## src/design/p2mo_pkg.sv

```systemverilog
`default_nettype none

package p2mo_pkg;

	// arithmetic width of exponent, modulus and results
	localparam int WIDTH = 32;
	localparam int BIT_W = $clog2(WIDTH);

	// stream word widths
	localparam int IN_TDATA_W  = 2 * WIDTH;
	localparam int OUT_TDATA_W = 3 * WIDTH;

	// field offsets inside the stream words
	localparam int IN_EXP_LO  = 0;
	localparam int IN_MOD_LO  = WIDTH;
	localparam int OUT_PW_LO  = 0;
	localparam int OUT_ORD_LO = WIDTH;
	localparam int OUT_REM_LO = 2 * WIDTH;

	typedef enum logic [2:0] {
		ST_IDLE,
		ST_ORDER,
		ST_DIV,
		ST_SQ_DBL,
		ST_SQ_ADD,
		ST_POW_DBL,
		ST_FIN
	} p2mo_state_t;

endpackage

`default_nettype wire

```

## src/design/power_of_two_mod_and_order.sv

```systemverilog
// power_of_two_mod_and_order
//
// in channel: in_tvalid / in_tready / in_tdata, one word per job carrying the
//   exponent n (bits 31:0) and the modulus m (bits 63:32)
// out channel: out_tvalid / out_tready / out_tdata, one word per job carrying
//   2^n mod m (bits 31:0), the order of 2 mod m (bits 63:32) and n mod that
//   order (bits 95:64); order is 0 and the remainder is n for even m or m=1
// one job at a time: in_tready is high only while the sequencer is idle
// steps: m<=1 goes straight to the final state; otherwise an order search by
//   doubling (odd m only), a bit-serial remainder over the 32 exponent bits,
//   and square-and-multiply: 32 bit-serial squarings plus one doubling per set
//   exponent bit; the order can reach m-1
// everything runs through one modular add/compare/subtract unit, one
//   operation per cycle, which sets the throughput
// the result sits in an output register; the next job is accepted while it
//   waits, and a finished job holds in the final state until the register
//   frees up, so a stalled receiver stalls the block without losing a word
// reset (arst_n low) returns the sequencer to idle and drops out_tvalid

`default_nettype none

module power_of_two_mod_and_order (
	input  wire                             clk,
	input  wire                             arst_n,
	input  wire                             in_tvalid,
	output logic                            in_tready,
	input  wire [p2mo_pkg::IN_TDATA_W-1:0]  in_tdata,   // exponent, modulus
	output logic                            out_tvalid,
	input  wire                             out_tready,
	output logic [p2mo_pkg::OUT_TDATA_W-1:0] out_tdata  // power_mod, order_of_two, exp_mod_order
);

	import p2mo_pkg::*;

	p2mo_state_t state_q, state_d;

	// job registers
	logic [WIDTH-1:0] n_q, n_d;       // exponent as received
	logic [WIDTH-1:0] m_q, m_d;       // modulus
	logic [WIDTH-1:0] r_q, r_d;       // doubling value during search, then running power
	logic [WIDTH-1:0] k_q, k_d;       // order count
	logic [WIDTH-1:0] rem_q, rem_d;   // partial remainder, later exp_mod_order
	logic [WIDTH-1:0] e_q, e_d;       // exponent used by square-and-multiply
	logic [WIDTH-1:0] acc_q, acc_d;   // accumulator of the bit-serial squaring
	logic [BIT_W-1:0] ebit_q, ebit_d; // exponent bit, also remainder bit
	logic [BIT_W-1:0] mbit_q, mbit_d; // multiplier bit inside one squaring

	logic                   out_tvalid_q;
	logic [OUT_TDATA_W-1:0] out_tdata_q;
	logic                   out_load;

	// shared modular unit: (a + b + cin) mod d, valid for a, b < d
	logic [WIDTH-1:0] u_a, u_b, u_d;
	logic             u_cin;
	logic [WIDTH:0]   u_sum, u_diff;
	logic             u_ge;
	logic [WIDTH-1:0] u_res;

	logic             in_acc;
	logic             sq_adv;     // one multiplier bit of the squaring done
	logic [WIDTH-1:0] sq_v;       // accumulator value after that bit
	logic             nxt_ebit;   // move on to the next exponent bit

	assign in_tready  = (state_q == ST_IDLE);
	assign in_acc     = in_tvalid && in_tready;
	assign out_tvalid = out_tvalid_q;
	assign out_tdata  = out_tdata_q;
	assign out_load   = (state_q == ST_FIN) && (!out_tvalid_q || out_tready);

	// operand select for the shared unit
	always_comb begin
		u_a   = acc_q;
		u_b   = acc_q;
		u_cin = 1'b0;
		u_d   = m_q;
		unique case (state_q)
			ST_ORDER: begin
				u_a = r_q;
				u_b = r_q;
			end
			ST_DIV: begin
				// restoring division: shift in the next exponent bit
				u_a   = rem_q;
				u_b   = rem_q;
				u_cin = n_q[ebit_q];
				u_d   = k_q;
			end
			ST_SQ_DBL: begin
				u_a = acc_q;
				u_b = acc_q;
			end
			ST_SQ_ADD: begin
				u_a = acc_q;
				u_b = r_q;
			end
			ST_POW_DBL: begin
				u_a = r_q;
				u_b = r_q;
			end
			default: begin
				u_a = acc_q;
				u_b = acc_q;
			end
		endcase
	end

	assign u_sum  = {1'b0, u_a} + {1'b0, u_b} + {{WIDTH{1'b0}}, u_cin};
	assign u_ge   = (u_sum >= {1'b0, u_d});
	assign u_diff = u_sum - {1'b0, u_d};
	assign u_res  = u_ge ? u_diff[WIDTH-1:0] : u_sum[WIDTH-1:0];

	// sequencer
	always_comb begin
		state_d  = state_q;
		n_d      = n_q;
		m_d      = m_q;
		r_d      = r_q;
		k_d      = k_q;
		rem_d    = rem_q;
		e_d      = e_q;
		acc_d    = acc_q;
		ebit_d   = ebit_q;
		mbit_d   = mbit_q;
		sq_adv   = 1'b0;
		sq_v     = u_res;
		nxt_ebit = 1'b0;

		unique case (state_q)
			ST_IDLE: begin
				if (in_acc) begin
					n_d   = in_tdata[IN_EXP_LO +: WIDTH];
					m_d   = in_tdata[IN_MOD_LO +: WIDTH];
					k_d   = '0;
					rem_d = in_tdata[IN_EXP_LO +: WIDTH];
					e_d   = in_tdata[IN_EXP_LO +: WIDTH];
					r_d   = {{(WIDTH-1){1'b0}}, 1'b1};
					acc_d = '0;
					ebit_d = BIT_W'(WIDTH - 1);
					mbit_d = BIT_W'(WIDTH - 1);
					priority if (in_tdata[IN_MOD_LO+1 +: WIDTH-1] == '0) begin
						// modulus zero or one
						r_d     = '0;
						state_d = ST_FIN;
					end else if (!in_tdata[IN_MOD_LO]) begin
						// even modulus: no order, power from the full exponent
						state_d = ST_SQ_DBL;
					end else begin
						state_d = ST_ORDER;
					end
				end
			end
			ST_ORDER: begin
				r_d = u_res;
				k_d = k_q + {{(WIDTH-1){1'b0}}, 1'b1};
				if (u_res == {{(WIDTH-1){1'b0}}, 1'b1}) begin
					rem_d   = '0;
					ebit_d  = BIT_W'(WIDTH - 1);
					state_d = ST_DIV;
				end
			end
			ST_DIV: begin
				rem_d = u_res;
				if (ebit_q == '0) begin
					e_d     = u_res;
					r_d     = {{(WIDTH-1){1'b0}}, 1'b1};
					acc_d   = '0;
					ebit_d  = BIT_W'(WIDTH - 1);
					mbit_d  = BIT_W'(WIDTH - 1);
					state_d = ST_SQ_DBL;
				end else begin
					ebit_d = ebit_q - 1'b1;
				end
			end
			ST_SQ_DBL: begin
				if (r_q[mbit_q]) begin
					acc_d   = u_res;
					state_d = ST_SQ_ADD;
				end else begin
					sq_adv = 1'b1;
				end
			end
			ST_SQ_ADD: begin
				sq_adv = 1'b1;
			end
			ST_POW_DBL: begin
				r_d      = u_res;
				nxt_ebit = 1'b1;
			end
			ST_FIN: begin
				if (out_load) begin
					state_d = ST_IDLE;
				end
			end
			default: begin
				state_d = ST_IDLE;
			end
		endcase

		// end of one multiplier bit of the squaring r*r
		if (sq_adv) begin
			if (mbit_q == '0) begin
				r_d = sq_v;
				if (e_q[ebit_q]) begin
					state_d = ST_POW_DBL;
				end else begin
					nxt_ebit = 1'b1;
				end
			end else begin
				mbit_d  = mbit_q - 1'b1;
				acc_d   = sq_v;
				state_d = ST_SQ_DBL;
			end
		end

		if (nxt_ebit) begin
			if (ebit_q == '0) begin
				state_d = ST_FIN;
			end else begin
				ebit_d  = ebit_q - 1'b1;
				mbit_d  = BIT_W'(WIDTH - 1);
				acc_d   = '0;
				state_d = ST_SQ_DBL;
			end
		end
	end

	always_ff @(posedge clk or negedge arst_n) begin
		if (!arst_n) begin
			state_q      <= ST_IDLE;
			out_tvalid_q <= 1'b0;
		end else begin
			state_q <= state_d;
			if (out_load) begin
				out_tvalid_q <= 1'b1;
			end else if (out_tready) begin
				out_tvalid_q <= 1'b0;
			end
		end
	end

	// payload, no reset needed
	always_ff @(posedge clk) begin
		n_q    <= n_d;
		m_q    <= m_d;
		r_q    <= r_d;
		k_q    <= k_d;
		rem_q  <= rem_d;
		e_q    <= e_d;
		acc_q  <= acc_d;
		ebit_q <= ebit_d;
		mbit_q <= mbit_d;
		if (out_load) begin
			out_tdata_q[OUT_PW_LO  +: WIDTH] <= r_q;
			out_tdata_q[OUT_ORD_LO +: WIDTH] <= k_q;
			out_tdata_q[OUT_REM_LO +: WIDTH] <= rem_q;
		end
	end

endmodule

`default_nettype wire

```

## config.mk

```make
export PLATFORM = sky130hd
export DESIGN_NAME = power_of_two_mod_and_order
export DESIGN_NICKNAME = d
export VERILOG_FILES = /design/src/design/p2mo_pkg.sv /design/src/design/power_of_two_mod_and_order.sv
export SDC_FILE = /design/constraint.sdc
export NUM_CORES = 1
export LEC_CHECK = 0
export ABC_CLOCK_PERIOD_IN_PS = 16149
export BUFFER_PORTS_ARGS = -buffer_cell sky130_fd_sc_hd__buf_2
export CAP_MARGIN = 20
export CORE_ASPECT_RATIO = 0.9
export CORE_UTILIZATION = 48
export DETAILED_ROUTE_END_ITERATION = 10
export GPL_ROUTABILITY_DRIVEN = 0
export GPL_TIMING_DRIVEN = 0
export PLACE_DENSITY = 0.66
export SLEW_MARGIN = 25
export SYNTH_ARGS = -nofsm -noshare
export SYNTH_HDL_FRONTEND = slang
export SYNTH_SLANG_ARGS = --single-unit
```

## constraint.sdc

```tcl
create_clock -name clk -period 16.15 [get_ports clk]
set_clock_uncertainty 0.15 [all_clocks]
set_input_delay 4.0375 -clock clk [delete_from_list [all_inputs] [get_ports clk]]
set_output_delay 4.0375 -clock clk [all_outputs]
set_load 0.03 [all_outputs]
```

==> results.py <==
metrics = {
    "status": {
        "status": "finished clean",
    },
    "min_path": {
        "holdCritPathClass": "flip-flop to flip-flop",
        "holdPathEnd": "out_tdata[63]",
        "worstHoldStart": "k_q[31]",
        "min_path_cells": 0,
    },
    "sta": {
        "final.period_utilization_pct": 64.0,
        "slew_headroom_pct": 26.2,
        "finalMaxSlewViolations": 0,
        "fmax_ghz": 0.0967,
        "finalSetupViolations": 0,
        "rsz0062_at_grt": "false",
        "worst_pin_slew_ns": 1.09,
        "tns_ns": 0,
        "period_needed_ns": 10.34,
        "hold_viol": 0,
    },
    "clocking": {
        "htree_levels": 2,
        "cts_buffers": 37,
        "clk_latency_ns": 0.57,
        "clk_pin_slew_worst_paths_ns": 0.07,
        "cts-hold-fix-buffers": 0,
        "cts-root-buf": "clkbuf_16",
        "clock_sinks": 334,
        "post_cts_buffers": 0,
        "cts_buffer_depth": 3,
        "cts_tree": "built",
        "cts_resized": 0,
    },
    "synth": {
        "syn_inst": 1957,
        "async_flop_share_pct": 1.20,
        "syn_area_sq_mm": 0.0193,
        "synth-edff-count": 256,
        "synthTopCellsByArea": "edfxtp_1, dfxtp_1, nand2_1",
        "syn_nets": 2094,
        "avgSynthCellArea_sq_um": 9.86,
        "synth_warnings": 0,
        "synth-main-ff-cell": "edfxtp_1",
        "synth-seq-cells": 334,
        "synth.yosys.seq_area_share_pct": 48.0,
        "yosysTopAreaCell": "edfxtp_1",
        "ys_types": 86,
        "synth.top_cell.area_share_pct": 39.8,
    },
    "critical_path": {
        "critPathLaunchType": "flip-flop",
        "crit_arrival_ns": 10.45,
        "cp_common_cell": "nand4_1",
        "crit_path_end_kind": "flip-flop",
        "cp_slowest_cell": "o311ai_0",
        "cp_max_fo": 20,
        "startpoint": "state_q[0]",
        "required_ns": 16.26,
        "rr_startpoint": "state_q[0]",
        "path_class": "flip-flop to flip-flop",
        "r2r_cells": 29,
        "regToRegSetupSlack_ns": 5.81,
        "r2r-end": "rem_q[9]",
        "max_stage_delay_ns": 0.93,
    },
    "detailed_routing": {
        "ant_nets": 0,
        "avgRoutedWirePerCell_microns": 23.2,
        "first_pass_iters": 6,
        "drtIter0Drc": 2266,
        "route.detailed.drc": 0,
        "post_drt_via_cell_ratio": 6.23,
        "wl_microns": 63100,
        "vias": 17000,
    },
    "layout": {
        "finalInstanceArea_sq_mm": 0.0221,
        "utilization_pct": 56.0,
        "drive_above_1_share_pct": 13.9,
        "insertedDiodeCount": 0,
        "final_cell_mix": "nand2_1, edfxtp_1, nor2_1",
        "num-nets-final": 2302,
        "area_growth_syn_to_layout_pct": 14.8,
        "fillers": 3561,
        "mostFrequentLayoutCell": "nand2_1",
    },
    "placed_design": {
        "port_buffers": 165,
        "post_dp_cell_area_sq_mm": 0.0209,
        "dp_hpwl_microns": 48700,
    },
    "global_routing": {
        "grtUsageTotal_pct": 30.8,
        "grt-ovfl-total": 0,
        "grt_first_pass_wirelength_microns": 93500,
        "grt_antenna_before_repair": 0,
        "grt_max_degree": 52,
        "grt_pass1_vias": 15400,
    },
    "die": {
        "coreArea_sq_mm": 0.0395,
        "die_w_microns": 213,
        "die-area_sq_mm": 0.0410,
        "rows": 69,
        "start_util_pct": 48.8,
        "io_pins": 166,
        "die_h_microns": 192,
    },
    "run": {
        "max_cap_violations": 0,
    },
}
cell families after synthesis:
| group | count (synthesis) | share of synthesized area (%) |
|---|---|---|
| AO/OA/AOI/OAI | 506 | 17.2 |
| XOR/XNOR | 80 | 3.63 |
| adder cells (fa/ha/maj) | 69 | 4.59 |
| buffers and inverters | 144 | 2.93 |
| flip-flops | 334 | 48.0 |
| multiplexers | 84 | 6.32 |
| AND/OR/NAND/NOR | 740 | 17.3 |
worst max-delay path, delay by kind of cell (launching register included):
kind | cells | cell delay [ns]
buffers and inverters | 7 | 2.76
xor gates and xnor gates | 1 | 0.41
and+or+nand+nor | 9 | 2.12
DFF | 1 | 0.41
adders and majority gates | 2 | 0.60
AOI/OAI and AO/OA | 10 | 3.54
worst max path at each step:
stage | slack [ns] | depth (start not counted) | endpoint
3_5_place_dp | 5.83 | 29 | rem_q[11]
5_1_grt | 5.57 | 29 | rem_q[8]
3_3_place_gp | 3.97 | 28 | rem_q[9]
2_1_floorplan | 6.95 | 25 | rem_q[0]
6_report | 5.81 | 29 | rem_q[9]
4_1_cts | 5.79 | 29 | rem_q[9]
cells in the mapped netlist (14+ instances only):
library cell and instances:
nand3_1 28, a31oi_1 76, o21ai_0 93, nand2_1 300
o21a_1 17, edfxtp_1 256, mux4_2 30, clkbuf_1 83
mux2i_1 52, inv_1 33, xor2_1 42, and3_1 20
a21o_1 69, buf_1 14, a211oi_1 35, a21oi_1 106
dfxtp_1 74, nand4_1 22, nor2_1 214, and2_1 41
xnor2_1 38, ha_1 66, nor3_1 30
per-layer routing:
layer | wire, microns | up-vias | global-route usage (%)
met5 | 0 | - | 0
met4 | 2260 | 0 | 10.9
met3 | 6630 | 153 | 6.65
met2 | 27200 | 986 | 45.1
met1 | 27000 | 8176 | 44.6
li1 | - | 7657 | -
flip-flops by register name, indices dropped and copies added, names as in the netlist, 32 cells and up:
register and count:
e_q 32, out_tdata 96, m_q 32, n_q 32, k_q 32, r_q 32
rem_q 32, acc_q 32
cell type report:
cell class	instances	area, sq um	area share (%)
flip-flops and latches	334	9270	41.9
inverters	34	130	0.588
multi-input cells	1479	9480	42.8
clock buffers	49	1080	4.89
well taps	532	666	3.01
plain buffers	110	439	1.98
repair buffers	169	928	4.19
clock inverters	18	150	0.678
through the flow:
| stage | cells | hold WS, ns | setup WS (ns) |
|---|---|---|---|
| after CTS | 2725 | 0.371 | 5.79 |
| final | 2725 | 0.368 | 5.81 |
| after detailed placement | 2658 | 0.357 | 5.83 |
| after global routing | 2725 | 0.394 | 5.57 |
| after floorplan | 1957 | 0.300 | 6.95 |
| after global placement | 2654 | 0.339 | 3.97 |
Power is not shown: default switching activity piles up to over one toggle a cycle in this logic, so the estimate is an artifact.
